`config.mk`:
```
export PLATFORM = sky130hd
export DESIGN_NAME = encoder_angle_speed_estimator
export DESIGN_NICKNAME = d
export VERILOG_FILES = /design/src/hdl/encas_pkg.sv /design/src/hdl/encas_regs.sv /design/src/hdl/encas_dp.sv /design/src/hdl/encas_ctrl.sv /design/src/hdl/encoder_angle_speed_estimator.sv
export SDC_FILE = /design/constraint.sdc
export NUM_CORES = 2
export LEC_CHECK = 0
export BUFFER_PORTS_ARGS = -buffer_cell sky130_fd_sc_hd__buf_2
export CAP_MARGIN = 20
export CORE_MARGIN = 2
export CORE_UTILIZATION = 70
export CTS_BUF_LIST = sky130_fd_sc_hd__clkbuf_8
export DETAILED_ROUTE_END_ITERATION = 6
export PLACE_DENSITY = 0.95
export SETUP_SLACK_MARGIN = 0.05
export SYNTH_ARGS = -nofsm -noshare
export SYNTH_HDL_FRONTEND = slang
export SYNTH_SLANG_ARGS = --single-unit
```
`constraint.sdc`:
```
create_clock -name clk -period 28.9 [get_ports clk]
set_input_delay 4.335 -clock clk [delete_from_list [all_inputs] [get_ports clk]]
set_output_delay 4.335 -clock clk [all_outputs]
set_load 0.02 [all_outputs]
```
`src/hdl/encas_pkg.sv`:
```
`default_nettype none
package encas_pkg;

  localparam int Q_BITS = 24;
  localparam int ADDR_W = 5;
  localparam int DVD_W = 32 + Q_BITS;
  localparam int DCNT_W = 6;

  localparam logic [1:0] CMD_SAMPLE    = 2'd0;
  localparam logic [1:0] CMD_SET_ELEC  = 2'd1;
  localparam logic [1:0] CMD_SET_MECH  = 2'd2;
  localparam logic [1:0] CMD_SET_SPEED = 2'd3;

  localparam logic [2:0] REG_COUNT_RANGE   = 3'd0;
  localparam logic [2:0] REG_COUNT_OFFSET  = 3'd1;
  localparam logic [2:0] REG_POLE_PAIRS    = 3'd2;
  localparam logic [2:0] REG_SPEED_DIVIDER = 3'd3;
  localparam logic [2:0] REG_SPEED_GAIN    = 3'd4;
  localparam logic [2:0] REG_FILTER_WEIGHT = 3'd5;

  typedef enum logic [1:0] {
    MUL_ELEC,
    MUL_RAW,
    MUL_WSPD,
    MUL_WRAW
  } mul_sel_t;

  typedef struct packed {
    logic [1:0]         command;
    logic [15:0]        raw_count;
    logic signed [31:0] set_value;
  } sample_t;

  typedef struct packed {
    logic [Q_BITS-1:0]  mech_angle;
    logic [Q_BITS-1:0]  elec_angle;
    logic signed [31:0] speed_value;
    logic               speed_updated;
    logic               ready_res;
  } result_t;

  typedef struct packed {
    logic [16:0]        count_range;
    logic [15:0]        count_offset;
    logic [29:0]        pole_pair_gain;
    logic [15:0]        speed_divider;
    logic signed [31:0] speed_gain;
    logic [24:0]        filter_weight;
  } cfg_t;

  typedef struct packed {
    logic     load;
    logic     apply_set;
    logic     div_init;
    logic     div_step;
    logic     mech_store;
    logic     elec_store;
    logic     mul_en;
    mul_sel_t mul_sel;
    logic     hold_raw;
    logic     hold_acc;
    logic     speed_store;
    logic     out_load;
  } dp_cmd_t;

  typedef struct packed {
    logic is_set;
    logic ready;
    logic div_last;
    logic upd;
  } dp_status_t;

endpackage
`default_nettype wire

```
`src/hdl/encas_regs.sv`:
```
`default_nettype none
module encas_regs
  import encas_pkg::*;
(
  input  wire logic              clk,
  input  wire logic              rst,
  input  wire logic              psel,
  input  wire logic              penable,
  input  wire logic              pwrite,
  input  wire logic [ADDR_W-1:0] paddr,
  input  wire logic [31:0]       pwdata,
  output logic [31:0]            prdata,
  output cfg_t                   cfg
);

  logic [2:0] idx;
  assign idx = paddr[ADDR_W-1:2];

  always_ff @(posedge clk) begin
    if (rst) begin
      cfg.count_range    <= 17'd4096;
      cfg.count_offset   <= 16'd0;
      cfg.pole_pair_gain <= 30'd16777216;
      cfg.speed_divider  <= 16'd1;
      cfg.speed_gain     <= 32'sd16777216;
      cfg.filter_weight  <= 25'd0;
    end else if (psel && penable && pwrite) begin
      case (idx)
        REG_COUNT_RANGE:   cfg.count_range    <= pwdata[16:0];
        REG_COUNT_OFFSET:  cfg.count_offset   <= pwdata[15:0];
        REG_POLE_PAIRS:    cfg.pole_pair_gain <= pwdata[29:0];
        REG_SPEED_DIVIDER: cfg.speed_divider  <= pwdata[15:0];
        REG_SPEED_GAIN:    cfg.speed_gain     <= pwdata;
        REG_FILTER_WEIGHT: cfg.filter_weight  <= pwdata[24:0];
        default: ;
      endcase
    end
  end

  always_comb begin
    case (idx)
      REG_COUNT_RANGE:   prdata = {15'd0, cfg.count_range};
      REG_COUNT_OFFSET:  prdata = {16'd0, cfg.count_offset};
      REG_POLE_PAIRS:    prdata = {2'd0, cfg.pole_pair_gain};
      REG_SPEED_DIVIDER: prdata = {16'd0, cfg.speed_divider};
      REG_SPEED_GAIN:    prdata = cfg.speed_gain;
      REG_FILTER_WEIGHT: prdata = {7'd0, cfg.filter_weight};
      default:           prdata = 32'd0;
    endcase
  end

endmodule
`default_nettype wire

```
`src/hdl/encas_dp.sv`:
```
`default_nettype none
module encas_dp
  import encas_pkg::*;
(
  input  wire logic    clk,
  input  wire logic    rst,
  input  wire sample_t sample,
  input  wire cfg_t    cfg,
  input  wire dp_cmd_t cmd,
  output dp_status_t   st,
  output result_t      result
);

  sample_t            item;
  logic [Q_BITS-1:0]  mech, elec, prev;
  logic signed [31:0] spd;
  logic [15:0]        sc;
  logic               upd;
  logic [16:0]        rem;
  logic [DVD_W-1:0]   dvd;
  logic [Q_BITS-1:0]  quot;
  logic [DCNT_W-1:0]  div_cnt;
  logic signed [31:0] p, acc, raw_spd;

  logic [31:0]        wrapped;
  logic [17:0]        trial;
  logic               ge;
  logic [16:0]        rem_next;
  logic [15:0]        sc_inc, div_eff;
  logic               upd_now;
  logic [Q_BITS-1:0]  delta;
  logic signed [31:0] ma, mb;
  logic signed [63:0] prod;

  // Offset removal wraps at 32 bits, as the long division expects.
  assign wrapped = {16'd0, sample.raw_count} + {15'd0, cfg.count_range}
                 - {16'd0, cfg.count_offset};
  assign trial    = {rem, dvd[DVD_W-1]};
  assign ge       = trial >= {1'b0, cfg.count_range};
  assign rem_next = ge ? 17'(trial - {1'b0, cfg.count_range}) : trial[16:0];

  assign sc_inc  = sc + 16'd1;
  assign div_eff = (cfg.speed_divider == 16'd0) ? 16'd1 : cfg.speed_divider;
  assign upd_now = sc_inc >= div_eff;
  assign delta   = mech - prev;

  always_comb begin
    case (cmd.mul_sel)
      MUL_ELEC: begin
        ma = {{(32-Q_BITS){1'b0}}, quot};
        mb = {2'd0, cfg.pole_pair_gain};
      end
      MUL_RAW: begin
        ma = {{(32-Q_BITS){delta[Q_BITS-1]}}, delta};
        mb = cfg.speed_gain;
      end
      MUL_WSPD: begin
        ma = {7'd0, cfg.filter_weight};
        mb = spd;
      end
      MUL_WRAW: begin
        ma = (32'd1 << Q_BITS) - {7'd0, cfg.filter_weight};
        mb = raw_spd;
      end
      default: begin
        ma = 32'sd0;
        mb = 32'sd0;
      end
    endcase
  end

  assign prod = ma * mb;

  always_ff @(posedge clk) begin
    if (rst) begin
      mech    <= '0;
      elec    <= '0;
      prev    <= '0;
      spd     <= '0;
      sc      <= '0;
      upd     <= 1'b0;
      div_cnt <= '0;
    end else begin
      if (cmd.load) begin
        item <= sample;
        upd  <= 1'b0;
        dvd  <= {wrapped, {Q_BITS{1'b0}}};
      end
      if (cmd.apply_set) begin
        case (item.command)
          CMD_SET_ELEC:  elec <= item.set_value[Q_BITS-1:0];
          CMD_SET_MECH:  mech <= item.set_value[Q_BITS-1:0];
          CMD_SET_SPEED: spd  <= item.set_value;
          default: ;
        endcase
      end
      if (cmd.div_init) begin
        rem     <= '0;
        div_cnt <= '0;
      end
      if (cmd.div_step) begin
        rem     <= rem_next;
        dvd     <= dvd << 1;
        quot    <= {quot[Q_BITS-2:0], ge};
        div_cnt <= div_cnt + 1'b1;
      end
      if (cmd.mech_store) begin
        mech <= quot;
        sc   <= upd_now ? 16'd0 : sc_inc;
        upd  <= upd_now;
      end
      if (cmd.mul_en)     p <= prod[32+Q_BITS-1:Q_BITS];
      if (cmd.elec_store) elec <= p[Q_BITS-1:0];
      if (cmd.hold_raw)   raw_spd <= p;
      if (cmd.hold_acc)   acc <= p;
      if (cmd.speed_store) begin
        spd  <= acc + p;
        prev <= mech;
      end
      if (cmd.out_load) begin
        result.mech_angle    <= mech;
        result.elec_angle    <= elec;
        result.speed_value   <= spd;
        result.speed_updated <= upd;
        result.ready_res     <= st.ready;
      end
    end
  end

  assign st.is_set   = item.command != CMD_SAMPLE;
  assign st.ready    = cfg.count_range != 17'd0;
  assign st.div_last = div_cnt == DCNT_W'(DVD_W - 1);
  assign st.upd      = upd;

endmodule
`default_nettype wire

```
`src/hdl/encas_ctrl.sv`:
```
`default_nettype none
module encas_ctrl
  import encas_pkg::*;
(
  input  wire logic       clk,
  input  wire logic       rst,
  input  wire logic       sample_valid,
  output logic            sample_ready,
  output logic            result_valid,
  input  wire logic       result_ready,
  input  wire dp_status_t st,
  output dp_cmd_t         cmd
);

  typedef enum logic [3:0] {
    S_IDLE, S_DECIDE, S_DIV, S_MECH, S_ELEC, S_RAW, S_WSPD, S_WRAW, S_SUM, S_FINISH
  } state_t;

  state_t state;

  assign sample_ready = state == S_IDLE;

  always_comb begin
    cmd = '0;
    cmd.mul_sel = MUL_ELEC;
    case (state)
      S_IDLE:   cmd.load = sample_valid;
      S_DECIDE: begin
        cmd.apply_set = st.is_set;
        cmd.div_init  = !st.is_set && st.ready;
      end
      S_DIV:    cmd.div_step = 1'b1;
      S_MECH: begin
        cmd.mech_store = 1'b1;
        cmd.mul_en     = 1'b1;
        cmd.mul_sel    = MUL_ELEC;
      end
      S_ELEC:   cmd.elec_store = 1'b1;
      S_RAW: begin
        cmd.mul_en  = 1'b1;
        cmd.mul_sel = MUL_RAW;
      end
      S_WSPD: begin
        cmd.mul_en   = 1'b1;
        cmd.mul_sel  = MUL_WSPD;
        cmd.hold_raw = 1'b1;
      end
      S_WRAW: begin
        cmd.mul_en   = 1'b1;
        cmd.mul_sel  = MUL_WRAW;
        cmd.hold_acc = 1'b1;
      end
      S_SUM:    cmd.speed_store = 1'b1;
      S_FINISH: cmd.out_load = !result_valid || result_ready;
      default: ;
    endcase
  end

  always_ff @(posedge clk) begin
    if (rst) begin
      state        <= S_IDLE;
      result_valid <= 1'b0;
    end else begin
      if (cmd.out_load) begin
        result_valid <= 1'b1;
      end else if (result_ready) begin
        result_valid <= 1'b0;
      end
      case (state)
        S_IDLE:   if (sample_valid) state <= S_DECIDE;
        S_DECIDE: state <= (!st.is_set && st.ready) ? S_DIV : S_FINISH;
        S_DIV:    if (st.div_last) state <= S_MECH;
        S_MECH:   state <= S_ELEC;
        S_ELEC:   state <= st.upd ? S_RAW : S_FINISH;
        S_RAW:    state <= S_WSPD;
        S_WSPD:   state <= S_WRAW;
        S_WRAW:   state <= S_SUM;
        S_SUM:    state <= S_FINISH;
        S_FINISH: if (cmd.out_load) state <= S_IDLE;
        default:  state <= S_IDLE;
      endcase
    end
  end

endmodule
`default_nettype wire

```
`src/hdl/encoder_angle_speed_estimator.sv`:
```
`default_nettype none
// Encoder angle and speed estimator. Each sample transaction carries a raw
// encoder count, which is reduced modulo the count range and turned into a Q24
// mechanical angle by one restoring long division of 56 steps, one quotient bit
// per clock; the electrical angle and, every speed_divider-th sample, the
// filtered speed come from one shared 32 by 32 multiplier used over several
// clocks. One item is in work at a time, while the previous result may still
// wait in the output register. Set commands act even with a zero count range,
// which otherwise gives results with ready_res low. Registers sit on the APB
// port at byte addresses 4*i and read back the bits that they hold, with zero
// in the unused upper bits.
module encoder_angle_speed_estimator
  import encas_pkg::*;
(
  input  wire logic              clk,
  input  wire logic              rst,
  input  wire logic              sample_valid,
  output logic                   sample_ready,
  input  wire sample_t           sample,
  output logic                   result_valid,
  input  wire logic              result_ready,
  output result_t                result,
  input  wire logic              psel,
  input  wire logic              penable,
  input  wire logic              pwrite,
  input  wire logic [ADDR_W-1:0] paddr,
  input  wire logic [31:0]       pwdata,
  output logic [31:0]            prdata,
  output logic                   pready
);

  cfg_t       cfg;
  dp_cmd_t    cmd;
  dp_status_t st;

  assign pready = 1'b1;

  // Configuration registers behind the APB port.
  encas_regs u_regs (
    .clk, .rst, .psel, .penable, .pwrite, .paddr, .pwdata, .prdata, .cfg
  );

  // Sequencer that steps the divider and multiplier.
  encas_ctrl u_ctrl (
    .clk, .rst, .sample_valid, .sample_ready, .result_valid, .result_ready,
    .st, .cmd
  );

  // Angle, speed and counter state with the shared arithmetic.
  encas_dp u_dp (
    .clk, .rst, .sample, .cfg, .cmd, .st, .result
  );

`ifndef SYNTHESIS
  a_one_in_flight: assert property (@(posedge clk) disable iff (rst)
    (sample_valid && sample_ready) |=> !sample_ready)
    else $error("second transaction accepted while one is in work");

  a_update_needs_ready: assert property (@(posedge clk) disable iff (rst)
    (result_valid && result.speed_updated) |-> result.ready_res)
    else $error("speed updated without a valid count range");

  a_load_only_finish: assert property (@(posedge clk) disable iff (rst)
    cmd.load |-> !cmd.out_load)
    else $error("result loaded while taking a new transaction");
`endif

endmodule
`default_nettype wire
```
# Yosys cells after proc, flatten, opt, wreduce, memory -nomap -nowiden
# Cells that the tools add are included.
# word_totals
regBits	553
in_bits	94
output_inout_bits	117
word_cells	146
# classes
add_sub_neg	8
mul	1
magnitude_cmp	2
eq_ne	24
n_mux	41
bitwise_logic	1
n_reduce_logical	40
# ops
op	n
$pmux 32 s4	2
$pmux 32 s6	1
$mux 24	6
$mux 56	2
$mux 32	3
$mul 32x32->56	1
$mux 17	3
$pmux 4 s10	1
$reduce_and 2->1	17
$add 32x32->32	1
$mux 16	2
$sub 32x16->32	1
$sub 25x25->26 const A	1
$sub 24x24->24	1
$reduce_bool 2->1	11
$mux 4	5
$add 16x17->18	1
$ge 18x17->1	1
$reduce_bool 17->1	1
$sub 17x17->17	1
$add 16x1->16 const B	1
$eq 4x3->1 const B	4
$ge 16x16->1	1
$logic_not 16->1	1
23 further kinds	48

# Logic depth before layout (Yosys ltp)
# logic_depth
ltp_word	6
mapped_depth	43
ltp_nobuf	41

# Modules after synthesis
# Synthesis repeated with hierarchy kept, for this count alone.
# hier_totals
cells_unflattened	6102
area_unflattened_um2	57711.6
# modules_own_cells
module	n_inst	cells_per_inst	area_each_um2	seq_area_each_um2
encas_dp	1	5285	50926.3	11100.6
encas_regs	1	760	6307.3	2722.6
encas_ctrl	1	55	466.7	100.1
encoder_angle_speed_estimator	1	2	11.3	0.0

# Least setup slack after synthesis
# Ideal clock, no wire load.
# synth_timing
path_kind	input port to output port
start	in paddr[2]
end	out prdata[17]
t_arrival_ns	6.170
required_time_ns	24.565
setup_slack_ns	18.395
path_stages	5
n_path_buf	3
path_cell_list	buf_1 > clkbuf_1 > buf_1 > mux2i_1 > o21ai_0
# synth_via
elab_chain_len	2
elab_cells_between_ends	7
cone_classes	eq/ne: 5; mux: 1; reduce/logical: 1
# synth_rtl
element	line	text
start, declared	encoder_angle_speed_estimator.sv:26	input wire logic [ADDR_W-1:0] paddr,
$eq 3x3->1, or another cell as far along	encas_regs.sv:41	case (idx)
$pmux 32 s6 *	encas_regs.sv:41	
end, declared	encoder_angle_speed_estimator.sv:28	output logic [31:0] prdata,
# Mark *: on every way between the ends. The rest lies on a longest branch, timed or not.

# Final worst setup path
# layout_timing
start	reg u_dp.prev[10]
end	reg u_dp.p[31], data pin
# layout_via
elab_chain_len	3
# layout_rtl
element	line	text
start, declared	encas_dp.sv:15	logic [Q_BITS-1:0] mech, elec, prev;
start signal, assigned	encas_dp.sv:118	prev <= mech;
$sub 24x24->24	encas_dp.sv:45	assign delta = mech - prev;
$pmux 32 s4	encas_dp.sv:48	case (cmd.mul_sel)
$mul 32x32->56	encas_dp.sv:72	assign prod = ma * mb;
named net u_dp.prod[55]	encas_dp.sv:33	logic signed [63:0] prod;
end signal, assigned	encas_dp.sv:112	if (cmd.mul_en) p <= prod[32+Q_BITS-1:Q_BITS];
end, declared	encas_dp.sv:23	logic signed [31:0] p, acc, raw_spd;
# The timed path passes the listed nets, and every way through them passes these cells.
# A chain may end at the register's enable or synchronous reset.

==> flow_summary_export.csv <==
group,metric,value,unit
worst_setup_path,slowest_stage,"fa_1",
sta,rsz0062_at_grt,"no",
finish,area_growth_syn_to_layout,6.90,%
outcome,outcome,"finished with violations",
floorplan,rows,104,
sta,period_share,44.8,%
clock_tree,cts_inserted_buffers,82,
placement,dp_hpwl,148,mm
grt,antenna_found_initial,22,
floorplan,io_pins,211,
floorplan,core,0.0805,mm²
run,maxCapViolCount,0,
power,p_per_area,30.9,mW/mm²
sta,max_freq,77.3,MHz
yosys,synth_area,0.0570,mm²
routing,drt_iter0_drc,8074,
yosys,ys_types,99,
yosys,async_reset_ff_share,0,%
worst_setup_path,critPathLaunchType,"register",
worst_setup_path,slowest_delay,1010,ps
yosys,synth_area_leader_cell,"fa_1",
clock_tree,postCtsResizedCells,0,
sta,final.min_clock_period,12940,ps
hold_path,holdCritPathClass,"reg2reg",
routing,num_vias,50169,
finish,drive_above_1_share,8.20,%
outcome,violations,"DRC",
worst_setup_path,crit_fanout,22,
clock_tree,cts_sinks,553,
sta,worst_pin_slew,1330,ps
sta,hold_violations,0,
yosys,synth_nets,7476,
worst_setup_path,worst-path-buf-inv,6,
yosys,avgSynthCellArea,9.19,µm²
routing,first_pass_iters,7,
routing,drtAntennaViolNets,0,
yosys,synth_seq_cells,553,
routing,wl_per_cell,26.6,µm
clock_tree,root_buffer,"clkbuf_8",
yosys,synthCells,6205,
floorplan,chipWidth,289,µm
sta,setup_violations,0,
floorplan,start_util,70.8,%
floorplan,die_height,289,µm
yosys,synth_ff_type,"edfxtp_1",
clock_tree,cts.clk_slew.worst_paths,80,ps
worst_setup_path,crit_family,"adder cells",
yosys,synth-warning-count,0,
clock_tree,clk_latency,750,ps
finish,finish.instance_area,0.0610,mm²
yosys,synth_edf_count,285,
clock_tree,cts_tree,"done",
sta,max_slew_margin,10.7,%
finish,fin_util,75.7,%
yosys,ys_seq_area_share,24.4,%
clock_tree,cts_setup_buffers,0,
grt,grt_pass1_vias,51208,
grt,grt_pass1_wl,298,mm
worst_setup_path,path_class,"reg2reg",
placement,portBuffers,207,
grt,grtUsageTotal,47.9,%
clock_tree,htreeDepth,3,
routing,drc,133,
clock_tree,max-clock-path-buffers,3,
placement,routabilityCongestion,1.07,
routing,drt-total-wl,199,mm
placement,placed_area,0.0592,mm²
sta,skew,39.2,ps
floorplan,die_area,0.0838,mm²
worst_setup_path,cp_data_arrival_time,13440,ps
worst_setup_path,crit_top_cell,"fa_1",
power,ir_worst_vdd,44.4,µV
grt,overflow,0,
grt,grt_max_degree,118,
worst_setup_path,cp-end-kind,"register",
power,leakage,28.1,nW
yosys,synth_top_area_share,31.2,%
yosys,synthTopCellsByArea,"fa_1 31%, edfxtp_1 15%, dfxtp_1 9.4%",
clock_tree,cts-hold-fix-buffers,0,
routing,vias_per_cell,6.72,
worst_setup_path,worst_ep_required_time,29390,ps
finish,nets,7594,
sta,tns,0,ps
sta,final-max-slew-violation-count,0,
through the flow:
step | cells | power [mW] | hold slack, ps | worst slack (ps)
floorplan | 6205 | 1.10 | 408 | 18390
global placement | 7288 | 1.20 | 411 | 16500
detailed placement | 7289 | 1.21 | 415 | 16540
CTS | 7440 | 1.84 | 427 | 16400
global route | 7452 | 1.92 | 433 | 15840
finish | 7462 | 1.88 | 431 | 15960
report_power, final:
group          switching, mW  internal (mW)
registers             0.0263          0.850
logic                  0.237          0.117
clock network          0.347          0.305
total                  0.610           1.27
logic make-up after synthesis:
group / share of synthesized area, %
XOR/XNOR: 2.43
AO/OA/AOI/OAI: 10.1
multiplexers: 2.15
adder cells (fa/ha/maj): 37.5
buffers and inverters: 8.35
AND/OR/NAND/NOR: 15.0
other: 0.00658
flip-flops: 24.4
cells in the final DEF (no fill, tap or decap), types with 45 or more instances in the layout:
| master | count |
|---|---|
| o21a_1 | 45 |
| mux2i_1 | 101 |
| dfxtp_1 | 266 |
| o21ai_0 | 115 |
| xor2_1 | 57 |
| nand2_1 | 933 |
| xnor2_1 | 101 |
| buf_4 | 109 |
| clkbuf_8 | 93 |
| a21o_1 | 82 |
| buf_2 | 206 |
| ha_1 | 288 |
| nor3_1 | 77 |
| a21oi_1 | 358 |
| nand3_1 | 56 |
| nor2_1 | 692 |
| a211oi_1 | 49 |
| inv_1 | 996 |
| edfxtp_1 | 285 |
| fa_1 | 889 |
state kept, by name, summed over array words and instances (netlist names):
name and count:
u_regs.cfg 136, u_dp.mech 24, u_dp.elec 24, u_dp.result 82, u_dp.prev 24, u_dp.div_cnt 6
u_dp.sc 16, u_ctrl.result_valid 1, u_dp.raw_spd 32, u_dp.p 32, u_dp.rem 17, u_ctrl.state 4
u_dp.item 34, u_dp.quot 24, u_dp.spd 32, u_dp.dvd 32, u_dp.acc 32, u_dp.upd 1
synth_stat cells (all sizes together), types with 101 or more instances:
cell,instances
a21oi,364
ha,288
xnor2,101
fa,889
dfxtp,268
nor2,702
clkbuf,232
inv,967
mux2i,101
edfxtp,285
nand2,934
o21ai,152
final timing paths:
path	to	start	cells past startpoint	slack, ps
max reg2reg	u_dp.p[31]	u_dp.prev[10]	36	15960
min	u_dp.result[41]	u_dp.elec[7]	0	430
max	u_dp.p[31]	u_dp.prev[10]	36	15960
min reg2reg	u_dp.result[41]	u_dp.elec[7]	0	430
layer usage:
metal | part of all wire [%] | GRT usage, %
met5 | 0.044 | 0.170
met4 | 11 | 38.7
met3 | 17 | 21.9
met2 | 41 | 68.8
met1 | 30 | 55.4
area by class of cell:
cell class / count / area (µm²)
clock inverter: 59 / 315
fill: 4880 / 19600
timing repair buffer: 324 / 1990
multi-input combinational: 4395 / 38500
tap: 1060 / 1330
inverter: 967 / 3630
clock buffer: 92 / 1270
sequential: 553 / 13900
antenna: 12 / 30.0
No activity file was read; power rests on OpenSTA's default activity.
